File: config.mk
export PLATFORM = sky130hd
export DESIGN_NAME = c1hwc0_layout_address_generator_unit
export DESIGN_NICKNAME = d
export VERILOG_FILES = /design/src/design/c1hwc_pkg.sv /design/src/design/c1hwc_cfg_regs.sv /design/src/design/c1hwc_walk.sv /design/src/design/c1hwc0_layout_address_generator_unit.sv
export SDC_FILE = /design/constraint.sdc
export NUM_CORES = 2
export LEC_CHECK = 0
export BUFFER_PORTS_ARGS = -buffer_cell sky130_fd_sc_hd__buf_2
export CAP_MARGIN = 15
export CORE_ASPECT_RATIO = 0.7
export CORE_MARGIN = 3
export CORE_UTILIZATION = 56
export DETAILED_ROUTE_END_ITERATION = 8
export PLACE_DENSITY = 0.76
export RECOVER_POWER = 50
export REMOVE_ABC_BUFFERS = 1
export SETUP_SLACK_MARGIN = 0.05
export SLEW_MARGIN = 10
export SYNTH_ARGS = -nofsm -noshare
export SYNTH_HDL_FRONTEND = slang
export SYNTH_HIERARCHICAL = 1
export SYNTH_SLANG_ARGS = --single-unit
File: constraint.sdc
create_clock -name clk -period 8.8 [get_ports clk]
set_input_delay 0.88 -clock clk [delete_from_list [all_inputs] [get_ports clk]]
set_output_delay 0.88 -clock clk [all_outputs]
set_load 0.03 [all_outputs]
File: src/design/c1hwc_pkg.sv
// Shared types, constants and helper functions for the C1HWC0 layout address generator.
package c1hwc_pkg;

  localparam int MAX_LANES  = 64;
  localparam int IDX_W      = 41;
  localparam int DIM_W      = 13;
  localparam int DIM_LIMIT  = 4096;
  localparam int N_W        = 16;
  localparam int C0_W       = 7;
  localparam int LANE_W     = 6;
  localparam int RC_W       = 12;
  localparam int HW_W       = 25;
  localparam int POS_W      = 24;
  localparam int POSN_W     = 40;
  localparam int BLKN_W     = 17;
  localparam int LOFF_W     = 30;
  localparam int CFG_DATA_W = 16;
  localparam int CFG_IDX_W  = 3;

  typedef enum logic [CFG_IDX_W-1:0] {
    REG_LAYOUT_MODE = 3'd0,
    REG_BATCH_COUNT = 3'd1,
    REG_HEIGHT      = 3'd2,
    REG_WIDTH       = 3'd3,
    REG_BLOCK_LANES = 3'd4
  } reg_index_t;

  typedef enum logic {
    LAYOUT_NCHW = 1'b0,
    LAYOUT_HWCN = 1'b1
  } layout_t;

  // Effective (already clamped) configuration plus the H*W plane size.
  typedef struct packed {
    logic              layout_mode;
    logic [N_W-1:0]    n_dim;
    logic [DIM_W-1:0]  h_dim;
    logic [DIM_W-1:0]  w_dim;
    logic [C0_W-1:0]   c0;
    logic [HW_W-1:0]   hw;
  } cfg_t;

  typedef struct packed {
    logic [IDX_W-1:0] dst_index;
    logic [IDX_W-1:0] src_index;
    logic             pad;
    logic             last;
  } result_t;

  function automatic logic [DIM_W-1:0] clamp_dim(input logic [DIM_W-1:0] v);
    logic [DIM_W-1:0] r;
    if (v == '0) begin
      r = DIM_W'(1);
    end else if (v > DIM_W'(DIM_LIMIT)) begin
      r = DIM_W'(DIM_LIMIT);
    end else begin
      r = v;
    end
    return r;
  endfunction

  function automatic logic [C0_W-1:0] clamp_lanes(input logic [C0_W-1:0] v);
    logic [C0_W-1:0] r;
    if (v == '0) begin
      r = C0_W'(1);
    end else if (v > C0_W'(MAX_LANES)) begin
      r = C0_W'(MAX_LANES);
    end else begin
      r = v;
    end
    return r;
  endfunction

  function automatic logic [N_W-1:0] clamp_batch(input logic [N_W-1:0] v);
    return (v == '0) ? N_W'(1) : v;
  endfunction

endpackage

File: src/design/c1hwc_cfg_regs.sv
// Configuration register file: clamps each dimension on write and keeps the H*W product.
module c1hwc_cfg_regs (
  input  logic                                 clk,
  input  logic                                 rst,
  input  logic                                 cfg_write,
  input  logic [c1hwc_pkg::CFG_IDX_W-1:0]      cfg_index,
  input  logic [c1hwc_pkg::CFG_DATA_W-1:0]     cfg_data,
  output c1hwc_pkg::cfg_t                      cfg
);
  import c1hwc_pkg::*;

  cfg_t             regs;
  logic [DIM_W-1:0] new_dim;

  assign new_dim = clamp_dim(cfg_data[DIM_W-1:0]);

  // The plane size is refreshed in the same edge as the dimension it depends on.
  always_ff @(posedge clk) begin
    if (rst) begin
      regs.layout_mode <= LAYOUT_NCHW;
      regs.n_dim       <= N_W'(1);
      regs.h_dim       <= DIM_W'(1);
      regs.w_dim       <= DIM_W'(1);
      regs.c0          <= C0_W'(16);
      regs.hw          <= HW_W'(1);
    end else if (cfg_write) begin
      unique case (cfg_index)
        REG_LAYOUT_MODE: regs.layout_mode <= cfg_data[0];
        REG_BATCH_COUNT: regs.n_dim <= clamp_batch(cfg_data[N_W-1:0]);
        REG_HEIGHT: begin
          regs.h_dim <= new_dim;
          regs.hw    <= HW_W'(new_dim) * HW_W'(regs.w_dim);
        end
        REG_WIDTH: begin
          regs.w_dim <= new_dim;
          regs.hw    <= HW_W'(regs.h_dim) * HW_W'(new_dim);
        end
        REG_BLOCK_LANES: regs.c0 <= clamp_lanes(cfg_data[C0_W-1:0]);
        default: ;
      endcase
    end
  end

  assign cfg = regs;

endmodule

File: src/design/c1hwc_walk.sv
// Position walker: running counters and index accumulators for the block, row, column, lane walk.
module c1hwc_walk (
  input  logic                 clk,
  input  logic                 rst,
  input  c1hwc_pkg::cfg_t      cfg,
  input  logic                 rewind,
  input  logic                 step,
  input  logic                 item_restart,
  output c1hwc_pkg::result_t   res
);
  import c1hwc_pkg::*;

  logic [LANE_W-1:0] lane, lane_next, cur_lane;
  logic [RC_W-1:0]   col, col_next, cur_col;
  logic [RC_W-1:0]   row, row_next, cur_row;
  logic [BLKN_W-1:0] blk_n, blk_n_next, cur_blk_n;
  logic [IDX_W-1:0]  dst, dst_next, cur_dst;
  logic [LOFF_W-1:0] lane_off, lane_off_next, cur_lane_off;
  logic [IDX_W-1:0]  blk_base, blk_base_next, cur_blk_base;
  logic [POS_W-1:0]  pos, pos_next, cur_pos;
  logic [POSN_W-1:0] pos_n, pos_n_next, cur_pos_n;

  logic [BLKN_W-1:0] n;
  logic              pad, lane_end, col_end, row_end, blk_end, last;
  logic [IDX_W-1:0]  src_nchw, src_hwcn;

  // A restart on the item itself makes this beat start from the first position.
  always_comb begin
    cur_lane     = item_restart ? '0 : lane;
    cur_col      = item_restart ? '0 : col;
    cur_row      = item_restart ? '0 : row;
    cur_blk_n    = item_restart ? '0 : blk_n;
    cur_dst      = item_restart ? '0 : dst;
    cur_lane_off = item_restart ? '0 : lane_off;
    cur_blk_base = item_restart ? '0 : blk_base;
    cur_pos      = item_restart ? '0 : pos;
    cur_pos_n    = item_restart ? '0 : pos_n;
  end

  always_comb begin
    n        = cur_blk_n + BLKN_W'(cur_lane);
    pad      = n >= BLKN_W'(cfg.n_dim);
    lane_end = (C0_W'(cur_lane) + C0_W'(1)) == cfg.c0;
    col_end  = (DIM_W'(cur_col) + DIM_W'(1)) == cfg.w_dim;
    row_end  = (DIM_W'(cur_row) + DIM_W'(1)) == cfg.h_dim;
    blk_end  = (cur_blk_n + BLKN_W'(cfg.c0)) >= BLKN_W'(cfg.n_dim);
    last     = lane_end && col_end && row_end && blk_end;

    // NCHW: n*HW + h*W + w, with n*HW split into block base and lane offset.
    src_nchw = cur_blk_base + IDX_W'(cur_lane_off) + IDX_W'(cur_pos);
    // HWCN: (h*W + w)*N + n.
    src_hwcn = IDX_W'(cur_pos_n) + IDX_W'(n);

    res.dst_index = cur_dst;
    res.pad       = pad;
    res.last      = last;
    if (pad) begin
      res.src_index = '0;
    end else if (cfg.layout_mode == LAYOUT_HWCN) begin
      res.src_index = src_hwcn;
    end else begin
      res.src_index = src_nchw;
    end
  end

  always_comb begin
    lane_next     = cur_lane + LANE_W'(1);
    lane_off_next = cur_lane_off + LOFF_W'(cfg.hw);
    col_next      = cur_col;
    row_next      = cur_row;
    pos_next      = cur_pos;
    pos_n_next    = cur_pos_n;
    blk_n_next    = cur_blk_n;
    blk_base_next = cur_blk_base;
    dst_next      = last ? '0 : cur_dst + IDX_W'(1);
    if (lane_end) begin
      lane_next     = '0;
      lane_off_next = '0;
      col_next      = col_end ? '0 : cur_col + RC_W'(1);
      if (col_end && row_end) begin
        pos_next   = '0;
        pos_n_next = '0;
      end else begin
        pos_next   = cur_pos + POS_W'(1);
        pos_n_next = cur_pos_n + POSN_W'(cfg.n_dim);
      end
      if (col_end) begin
        row_next = row_end ? '0 : cur_row + RC_W'(1);
      end
      if (col_end && row_end) begin
        if (blk_end) begin
          blk_n_next    = '0;
          blk_base_next = '0;
        end else begin
          blk_n_next    = cur_blk_n + BLKN_W'(cfg.c0);
          // The last lane offset is (C0-1)*HW, so one more plane gives C0*HW.
          blk_base_next = cur_blk_base + IDX_W'(cur_lane_off) + IDX_W'(cfg.hw);
        end
      end
    end
  end

  always_ff @(posedge clk) begin
    if (rst || rewind) begin
      lane     <= '0;
      col      <= '0;
      row      <= '0;
      blk_n    <= '0;
      dst      <= '0;
      lane_off <= '0;
      blk_base <= '0;
      pos      <= '0;
      pos_n    <= '0;
    end else if (step) begin
      lane     <= lane_next;
      col      <= col_next;
      row      <= row_next;
      blk_n    <= blk_n_next;
      dst      <= dst_next;
      lane_off <= lane_off_next;
      blk_base <= blk_base_next;
      pos      <= pos_next;
      pos_n    <= pos_n_next;
    end
  end

endmodule

File: src/design/c1hwc0_layout_address_generator_unit.sv
// Top level of the C1HWC0 layout address generator: input register, walker and result register.
// Path: an accepted item beat is held in the input register, then goes through the walker into the result register.
// Throughput: one item beat per cycle, set by the walker step between the
// input register and the result register; stalls pass back only while both hold a beat.
// Reset: synchronous and active high; registers return to their documented defaults and the
// walk returns to the first destination position. Any configuration write also rewinds it.
module c1hwc0_layout_address_generator_unit (
  input  logic                                 clk,
  input  logic                                 rst,
  input  logic                                 cfg_write,
  input  logic [c1hwc_pkg::CFG_IDX_W-1:0]      cfg_index,
  input  logic [c1hwc_pkg::CFG_DATA_W-1:0]     cfg_data,
  input  logic                                 item_valid,
  output logic                                 item_stall,
  input  logic                                 restart,
  output logic                                 result_valid,
  input  logic                                 result_stall,
  output logic [c1hwc_pkg::IDX_W-1:0]          dst_index,
  output logic [c1hwc_pkg::IDX_W-1:0]          src_index,
  output logic                                 pad,
  output logic                                 last
);
  import c1hwc_pkg::*;

  cfg_t    cfg;
  result_t res;
  result_t out_beat;
  logic    in_valid, in_restart;
  logic    out_valid;
  logic    out_free;
  logic    step;

  c1hwc_cfg_regs u_cfg (
    .clk       (clk),
    .rst       (rst),
    .cfg_write (cfg_write),
    .cfg_index (cfg_index),
    .cfg_data  (cfg_data),
    .cfg       (cfg)
  );

  // The result register is free when it is empty or its beat leaves this cycle.
  // The input register then hands its beat to the walker, which both forms the
  // result and advances the walk in that same cycle.
  assign out_free   = !out_valid || !result_stall;
  assign step       = in_valid && out_free;
  assign item_stall = in_valid && !out_free;

  always_ff @(posedge clk) begin
    if (rst) begin
      in_valid <= 1'b0;
    end else if (!item_stall) begin
      in_valid <= item_valid;
    end
  end

  always_ff @(posedge clk) begin
    if (item_valid && !item_stall) begin
      in_restart <= restart;
    end
  end

  // The user must write the configuration only with the block idle (the block itself
  // does not enforce this), so that rewinding the walker never collides with a beat in flight.
  c1hwc_walk u_walk (
    .clk          (clk),
    .rst          (rst),
    .cfg          (cfg),
    .rewind       (cfg_write),
    .step         (step),
    .item_restart (in_restart),
    .res          (res)
  );

  always_ff @(posedge clk) begin
    if (rst) begin
      out_valid <= 1'b0;
    end else if (out_free) begin
      out_valid <= step;
    end
  end

  always_ff @(posedge clk) begin
    if (step) begin
      out_beat <= res;
    end
  end

  assign result_valid = out_valid;
  assign dst_index    = out_beat.dst_index;
  assign src_index    = out_beat.src_index;
  assign pad          = out_beat.pad;
  assign last         = out_beat.last;

endmodule

# Word level (Yosys, flattened, before mapping)
# Cells that the tools add are included.
# Widths: inputs -> output; s select.
# totals
regBits	385
inputBits	25
out_inout_bits	86
word_cells	109
# op_classes
n_addsub	16
multipliers	2
magnitude_cmp	4
eq_ne	7
muxes	34
reduce_logical	24
# ops
op	n
$mux 41	7
$mux 40	3
$mux 12	7
$mux 24	3
$mux 17	4
$mux 30	2
$mul 13x13->25	2
$pmux 25 s2	1
$add 40x17->41	1
$add 41x1->41 const B	1
$add 41x24->41	1
$add 41x25->41	1
$add 41x30->41	1
$add 40x16->40	1
$ge 17x16->1	2
$add 30x25->30	1
$add 12x1->13 const B	2
$eq 13x13->1	2
$mux 13	2
$add 12x1->12 const B	2
$add 24x1->24 const B	1
$add 17x6->17	1
$add 17x7->17	1
$logic_not 16->1	1
19 further kinds	37

# Logic depth before layout (Yosys ltp)
# depth
ltp_word	7
mapped_depth	35
ltp_nobuf	25

# Hierarchy
# Netlist, hierarchy kept.
# modules_own_cells
mod	instances	cells_per_inst	area_each_um2	seq_area_each_um2
c1hwc_walk	1	3056	22365.2	4464.3
c1hwc_cfg_regs	1	1721	14167.3	1501.4
c1hwc0_layout_address_generator_unit	1	95	2638.8	2592.5

# Worst setup path after synthesis
# OpenSTA, ideal clock, no wires.
# synth_path
kind	input -> register
startpoint	input result_stall
endpoint	register u_walk.col[10]
setup_ns	0.070
arrival_ns	8.795
t_required_ns	8.730
slack_ns	-0.065
cell_stages	7
path_cell_list	a21boi_0 > clkbuf_1 > nand2_1 > nor2_1 > nand2_1 > or4b_2 > a21oi_1
# synth_between
elab_chain_cells	3
# synth_rtl
item	line	source
start, declared	c1hwc0_layout_address_generator_unit.sv:17	input logic result_stall,
$logic_not 1->1	c1hwc0_layout_address_generator_unit.sv:45	assign out_free = !out_valid || !result_stall;
$logic_or 1x1->1	c1hwc0_layout_address_generator_unit.sv:45	
$logic_and 1x1->1	c1hwc0_layout_address_generator_unit.sv:46	assign step = in_valid && out_free;
end signal, assigned	c1hwc_walk.sv:116	col <= col_next;
end, declared	c1hwc_walk.sv:14	logic [RC_W-1:0] col, col_next, cur_col;
# Every way passes these cells.
# A chain may end at the register's enable or synchronous reset.

# Worst setup path in the final report
# layout_path
startpoint	input cfg_data[4] in the netlist's numbering
endpoint	register u_cfg.regs, in the netlist u_cfg/cfg[21]
# layout_between
elab_chain_cells	5
# layout_rtl
item	line	source
start, declared	c1hwc0_layout_address_generator_unit.sv:12	input logic [c1hwc_pkg::CFG_DATA_W-1:0] cfg_data,
$gt 13x13->1	c1hwc_pkg.sv:54	end else if (v > DIM_W'(DIM_LIMIT)) begin
$mux 13	c1hwc_pkg.sv:54	
$mux 13 (*)	c1hwc_pkg.sv:52	if (v == '0) begin
$mul 13x13->25 (on tied branches)	c1hwc_cfg_regs.sv:36, c1hwc_cfg_regs.sv:32	
$pmux 25 s2 (*)	c1hwc_cfg_regs.sv:27	unique case (cfg_index)
end, declared	c1hwc_cfg_regs.sv:12	cfg_t regs;
# Every way passes the cells marked *; elsewhere a longest branch is shown, timed or not.

==> flow_summary.toml <==
[yosys]
synthArstFlopShare_pct = 0
seq_area_frac_synth_pct = 21.85
ys_ff_latch = 385
synth.avg_cell_area_um2 = 8.040
synth_cell_type_count = 113
synth_edf_count = 85
yosys_warnings = 6
syn_area_um2 = 39170
netlist_instances = 4872
ys.flop_type = "dfxtp_1"

[detailed_routing]
vias = 35987
first_iter_violations = 4666
drc = 0
postRouteWirelength_um = 120600
avgRoutedWirePerCell_um = 20.82
vias_per_cell = 6.209
drtAntennaViolNets = 0
first_pass_iters = 7

[setup_path]
cp.required_ps = 9140
worstPathArrival_ps = 7940
path_class = "in -> reg"
crit_fanout = 13
end_kind = "register"
worstSetupStartpointType = "input pin"

[pwr]
p_leak_uw = 0.01804
vdd_ir_drop_max_mv = 0.1449
power_density_nw_per_um2 = 103.7
finalPower_uw = 4347

[place]
dp_hpwl_um = 89880
gp_congestion = 0.9816
place_ws_ps = 851.1
placed_cell_area_um2 = 40560
port-buffer-count = 110

[floorplanning]
fp.dieH_um = 227.3
dieArea_um2 = 73210
core_area_um2 = 68670
fp-row-count = 80
start_util_pct = 57.05
die_w_um = 322.1
ios = 111

[timing]
fin_skew_ps = 39.54
finalHoldViolCount = 0
hold_ws_ps = 448.9
grt_setup_unrepaired = "no"
slew-limit-headroom_pct = -142.3
setup_ws_ps = 1200
min_period_ps = 7600
max_freq_mhz = 131.6
report.final.slew_viol_count = 196
worstMarginPinSlew_ps = 3635
min_period_over_period_pct = 86.36
setup_viol = 0

[clock_tree]
clock_latency_ps = 610
cts_made_buffers = 43
post_cts_resized = 0
cts_tree = "yes"
path_clk_slew_ps = 70
ctsLongestPathBuffers = 3
postCtsHoldBufs = 0
cts.sinks = 385
htreeDepth = 2
clockRootBuffer = "clkbuf_16"
post_cts_buffers = 0

[global_routing]
grt_max_degree = 152
gr-total-overflow = 0
grt_pass1_wl_um = 188500
grt_usage_pct = 32.47
grt_pass1_vias = 33001
antenna_found_initial = 4

[cells_and_area]
area_growth_pct = 7.037
layout_commonest_cell = "nand2_1"
fillers = 6087
fin_area_um2 = 41930
layout-drive-gt1-share_pct = 5.293
final_cell_mix = "570 x nand2_1, 444 x inv_1, 397 x nor2_1, 324 x a21oi_1, 320 x ha_1"
nets = 5452

[outcome]
status = "finished, violations left"
failed_checks = "max-capacitance violations, max-slew violations"

[min_path]
hold_class = "reg -> reg"

[job]
drv_cap = 4
through the flow:
step,TNS (ps),std cells,utilization (%)
floorplan,-2347020,4639,-
global placement,0,5717,59.05
detailed placement,0,5718,59.07
CTS,0,5795,61.28
global route,0,5796,61.06
finish,0,5796,61.06
where the power goes:
group	internal, uW	total [uW]	switching (uW)
clock	1170	1990	824
sequential	1830	1860	30.4
combinational	130	489	360
total	3130	4350	1210
synthesized netlist by cell type, types with 10 or more instances:
cell type / instances / area share, %
xor2_1: 89 / 2.0
nor3b_1: 14 / 0.27
clkbuf_1: 194 / 1.9
o31ai_1: 23 / 0.44
a21o_1: 77 / 1.5
mux2_2: 22 / 0.63
nand2_1: 570 / 5.5
and3_1: 66 / 1.1
a21oi_1: 323 / 4.1
a211oi_1: 34 / 0.65
nor2_1: 398 / 3.8
o21ai_0: 185 / 2.4
ha_1: 320 / 10
nor2b_1: 191 / 3.1
nand4b_1: 10 / 0.22
o21a_1: 36 / 0.69
xnor2_1: 180 / 4.0
or4_1: 18 / 0.34
o21ai_1: 13 / 0.17
buf_1: 17 / 0.16
nand3_1: 125 / 1.6
nand4_1: 46 / 0.73
nor4_1: 29 / 0.46
a311oi_1: 15 / 0.34
dfxtp_1: 300 / 15
nor3_1: 86 / 1.1
o211ai_1: 20 / 0.38
or3_1: 40 / 0.64
fa_1: 246 / 13
and4_1: 12 / 0.27
o31a_1: 11 / 0.25
buf_2: 18 / 0.23
inv_1: 445 / 4.3
mux2i_1: 27 / 0.69
or2_2: 17 / 0.27
and2_1: 160 / 2.6
a31oi_1: 37 / 0.59
a211o_1: 13 / 0.29
nand2b_1: 38 / 0.61
o21bai_1: 23 / 0.44
a22oi_1: 103 / 2.0
a2bb2oi_1: 16 / 0.36
a21boi_0: 13 / 0.25
edfxtp_1: 85 / 6.5
routing by layer:
| metal | routed length (um) | vias up | global-route usage (%) |
|---|---|---|---|
| li1 | - | 16696 | - |
| met1 | 54590 | 17087 | 50.36 |
| met2 | 48320 | 2037 | 45.83 |
| met3 | 15320 | 165 | 7.065 |
| met4 | 2409 | 2 | 7.054 |
| met5 | 8 | - | 0 |
cells by family after synthesis:
kind of cell / count (synthesis) / share of synthesized area, %
buffers and inverters: 678 / 6.602
AO/OA/AOI/OAI: 1056 / 17.75
AND/OR/NAND/NOR: 1866 / 23.55
flip-flops: 385 / 21.85
adder cells (fa/ha/maj): 568 / 22.85
XOR/XNOR: 270 / 6.075
multiplexers: 49 / 1.322
layout make-up:
| type | instances | area (um^2) | area share (%) |
|---|---|---|---|
| Inverter | 445 | 1673 | 3.990 |
| Clock buffer | 54 | 1189 | 2.835 |
| Clock inverter | 23 | 331.6 | 0.7908 |
| Timing Repair Buffer | 177 | 977.2 | 2.331 |
| Tap cell | 902 | 1129 | 2.692 |
| Antenna cell | 1 | 2.502 | 0.005968 |
| Multi-Input combinational cell | 3809 | 28070 | 66.94 |
| Sequential cell | 385 | 8559 | 20.41 |
flip-flops by register name (all words and copies together), names as in the netlist, 6 cells and up:
signal	cells
u_walk/pos_n	40
dst_index	41
u_walk/pos	24
u_cfg/cfg	75
u_walk/blk_n	17
u_walk/col	12
u_walk/blk_base	41
u_walk/dst	41
src_index	41
u_walk/row	12
u_walk/lane_off	30
u_walk/lane	6
path summary, 6_finish.rpt:
kind / start / endpoint / slack [ps] / depth (start not counted)
setup / recovery: cfg_data[4] / u_cfg/cfg[21] / 1200 / 24
hold / removal: u_walk/blk_base[12] / u_walk/blk_base[12] / 450 / 2
setup reg to reg: in_restart / src_index[24] / 1390 / 21
hold reg to reg: u_walk/blk_base[12] / u_walk/blk_base[12] / 450 / 2
critical path: stages:
cell       delay (ps)
buf_2             120
or4_1             540
nor3_2            160
nand3_1           170
nand2_1           380
and2_1            740
nand2_1           170
fa_1              570
fa_1              450
fa_1              510
inv_1              60
fa_1              530
inv_1              60
fa_1              530
inv_1              40
ha_1              410
nand2_1           120
o311ai_1          450
a31oi_2           230
o2111ai_1         330
nand2_1           110
xnor2_1           140
a21oi_1           190
nor3_2             60
Power figures use the tool's default switching activity.
